$ cat src/rtl/srmt_ram.sv
module srmt_ram #(
    parameter int WIDTH = 8,
    parameter int DEPTH = 16
) (
    input  logic                     i_clk,
    input  logic                     i_we,
    input  logic [$clog2(DEPTH)-1:0] i_waddr,
    input  logic [WIDTH-1:0]         i_wdata,
    input  logic [$clog2(DEPTH)-1:0] i_raddr,
    output logic [WIDTH-1:0]         o_rdata
);
    logic [WIDTH-1:0] r_mem [DEPTH];

    always_ff @(posedge i_clk) begin
        if (i_we) begin
            r_mem[i_waddr] <= i_wdata;
        end
        o_rdata <= r_mem[i_raddr];
    end
endmodule

$ cat config.mk
export PLATFORM = sky130hd
export DESIGN_NAME = srmt_ram
export DESIGN_NICKNAME = d
export VERILOG_FILES = /design/src/rtl/srmt_ram.sv
export SDC_FILE = /design/constraint.sdc
export NUM_CORES = 1
export LEC_CHECK = 0
export BUFFER_PORTS_ARGS = -buffer_cell sky130_fd_sc_hd__buf_2
export CORE_AREA = 10 10 113 115
export DETAILED_ROUTE_END_ITERATION = 8
export DIE_AREA = 0 0 123 125
export PLACE_DENSITY = 0.64
export SKIP_LAST_GASP = 1
export SYNTH_ARGS = -nofsm -noshare
export SYNTH_HDL_FRONTEND = slang
export SYNTH_SLANG_ARGS = --single-unit
$ cat constraint.sdc
create_clock -name i_clk -period 1.85 [get_ports i_clk]
set_input_delay 0.185 -clock i_clk [delete_from_list [all_inputs] [get_ports i_clk]]
set_output_delay 0.185 -clock i_clk [all_outputs]
set_load 0.02 [all_outputs]
## Word level (Yosys, flattened, before mapping)

Memories as Yosys holds them, arrays and structs flattened. A register that Yosys moved wholly into a read port is not among the register bits.
Cells that the tools add are included.

- Register bits: 0
- RAM bits: 128
- Input port bits: 18
- Output and inout port bits: 8
- Memories kept: 1

- Muxes and demuxes: 2

Memory list:

| name | words | width | read ports | clocked after memory_dff | wr ports | RTL line | source |
|---|---|---|---|---|---|---|---|
| r_mem | 16 | 8 | 1 | 1 | 1 | 12 | `logic [WIDTH-1:0] r_mem [DEPTH];` |

Operator list:

| operator | number |
|---|---|
| 1-bit two-way mux | 2 |

## Longest topological paths before layout

- Word-level depth: 2
- Gate-level depth with buffers: 5

## Worst setup path before layout

No wires, ideal clock.

- Path kind: input port to flip-flop
- From: input i_waddr[2]
- To: memory r_mem[0][0], enable pin
- Arrival time: 1,295 ps
- Required time: 1,467 ps
- Slack: 172 ps
- Cell stages on the path: 2
- Path buffers: 0
- Cell sequence: or3b_2 nor3_1

RTL lines:

| what | RTL line | source |
|---|---|---|
| from (decl) | 7 | `input logic [$clog2(DEPTH)-1:0] i_waddr,` |
| to (decl) | 12 |  |

Straight into the memory's write port.

==> flow_summary.toml <==
[logic_synthesis]
synth-simple-area-share = 0.0318
synth.avg_cell_area_um2 = 22.5
synth_compound_area_frac = 0.0233
synth_cell_types = 19
synth_top_family_by_area = "multiplexers"
synth.yosys.warnings = 0
synth_cells = 229
syn-cell-area_um2 = 5150
synth.area.mux_share = 0.150
synth_adder_area_share = 0
syn-num-nets = 247
synth-seq-cells = 136
yosysSeqAreaShare = 0.778
synth_xor_area_frac = 0

[sta]
fin_crit_sh = 0.750
timing.fmax_mhz = 720
drv_slew = 0
maxSlewHeadroom = 0.669
period_minus_slack_ps = 1390
worst_pin_slew_ps = 497
finalClockSkew_ps = 9.43
hold_ws_ps = 50.1
rsz0062_at_grt = "false"
setup_slack_ps = 462
hold_viol = 0
finalSetupTns_ps = 0
setup_viol = 0

[route]
ant_nets = 0
drt-initial-drc-count = 187
drc = 0
totalWireLength_um = 9710
wl_per_cell_um = 22.1
routed_via_density = 5.53
vias = 2431
first_pass_iters = 4

[floorplanning]
die_w_um = 123
die_y_um = 125
core_area_um2 = 10600
ios = 26
rows = 38
die-area_um2 = 15400
initial_core_util = 0.485

[worst_setup_path]
crit_family = "multiplexers"
reg2reg_setup_slack_ps = 460
crit_buf_inv = 0
slowest_stage = "mux4_1"
max_stage_delay_ps = 550
crit_required_ps = 2250
end_kind = "register"
path_cells = "mux4_1 -> a22oi_1 -> nand2_1"
startpoint_type = "register"
critPathMaxFanout = 1
path_class = "reg2reg"
arrival_ps = 1790

[clock_tree]
clkLatencyLatePin_ps = 520
cts_inserted_buffers = 17
ctsHoldBuffers = 0
clkSinkCount = 136
cts_resized = 0
post_cts_buffers = 0
cts_tree = "yes"
clk_path_buf_depth = 2
ctsHtreeMaxLevel = 4
cts_root_buf = "clkbuf_8"
clk_pin_slew_ps = 60

[finish]
area_growth_pct = 20.2
drive_gt1_frac = 0.327
fin_area_um2 = 6190
fill_cells = 768
antennaDiodeCount = 0
finalNetCount = 305
final_cell_mix = "edfxtp_1 (128), buf_2 (25), buf_4 (22)"
final_common_cell = "edfxtp_1"

[place]
dp_hpwl_um = 6240
gp_congestion = 0.715
dpl_cell_area_um2 = 5570
dp_worst_setup_slack_ps = 230
port_buffers = 25

[global_routing]
grt_first_pass_wirelength_um = 15000
grt_overflow_total = 0
grt_usage = 0.136
grt_pass1_vias = 2569
antenna_found_initial = 0
grt_max_degree = 22

[pwr]
leakage_uw = 0.00213
powerDensity_nw_per_um2 = 1180
ir_worst_vdd_mv = 0.647

[hold_path]
hp-class = "in2reg"

[flow_run]
maxCapViolCount = 0

[run_status]
outcome = "complete, no violations"
==> registers in the layout, indices dropped and copies added (netlist names) <==
name / cells
r_mem: 128
o_rdata: 8
==> worst reg2reg max path: stages (launching register included) <==
cell and delay [ps]:
edfxtp_1 370, mux4_1 550, a22oi_1 270, nand2_1 80
==> cell usage after synthesis (all sizes together) <==
| cell type | n | area [µm²] |
|---|---|---|
| and2b | 1 | 7.51 |
| nor3 | 4 | 20.0 |
| mux4 | 32 | 773 |
| buf | 7 | 56.3 |
| nand2b | 2 | 12.5 |
| and2 | 1 | 6.26 |
| dfxtp | 8 | 160 |
| nand2 | 9 | 33.8 |
| or3b | 1 | 8.76 |
| a22oi | 16 | 120 |
| clkdlybuf4s25 | 3 | 30.0 |
| nand3b | 2 | 15.0 |
| edfxtp | 128 | 3840 |
| nand3 | 1 | 5.00 |
| nor2 | 13 | 48.8 |
| nor2b | 1 | 6.26 |
==> logic make-up (layout without fill, tap and decap cells) <==
kind of cell           after synthesis  in the layout
DFF                                136            136
and+or+nand+nor                     35             35
muxes                               32             32
AOI/OAI and AO/OA                   16             16
buffers and inverters               10             81
==> layout make-up <==
cell class,count,area [µm²],share of cell area
Clock buffer,18,418,0.0675
Clock inverter,14,205,0.0332
Multi-Input combinational cell,83,1060,0.171
Sequential cell,136,4000,0.647
Tap cell,140,175,0.0283
Timing Repair Buffer,49,330,0.0534
==> routing by layer <==
metal  up-vias  GRT usage  part of all wire
met5         -          0                 0
met4         0     0.0617             0.015
met3        11     0.0477             0.073
met2        67      0.208              0.51
met1      1265      0.170              0.40
li1       1088          -                 -
==> where the power goes <==
part,switching (µW),internal [µW]
registers,19.9,3450
clock network,1190,2310
logic,198,146
total,1400,5900
==> final timing paths <==
kind                start           to  cells past startpoint
max reg2reg   r_mem[5][1]   o_rdata[1]                      3
max           r_mem[5][1]   o_rdata[1]                      3
min reg2reg  r_mem[15][7]   o_rdata[7]                      3
min            i_wdata[5]  r_mem[0][5]                      1
==> stage by stage <==
step	utilization	power, µW	instances
3_3_place_gp	0.525	3870	408
6_report	0.584	7300	440
3_5_place_dp	0.525	3880	408
5_1_grt	0.584	7560	440
4_1_cts	0.584	7390	440
2_1_floorplan	-	3720	229
Note: power is estimated with default switching activity, not from simulation.
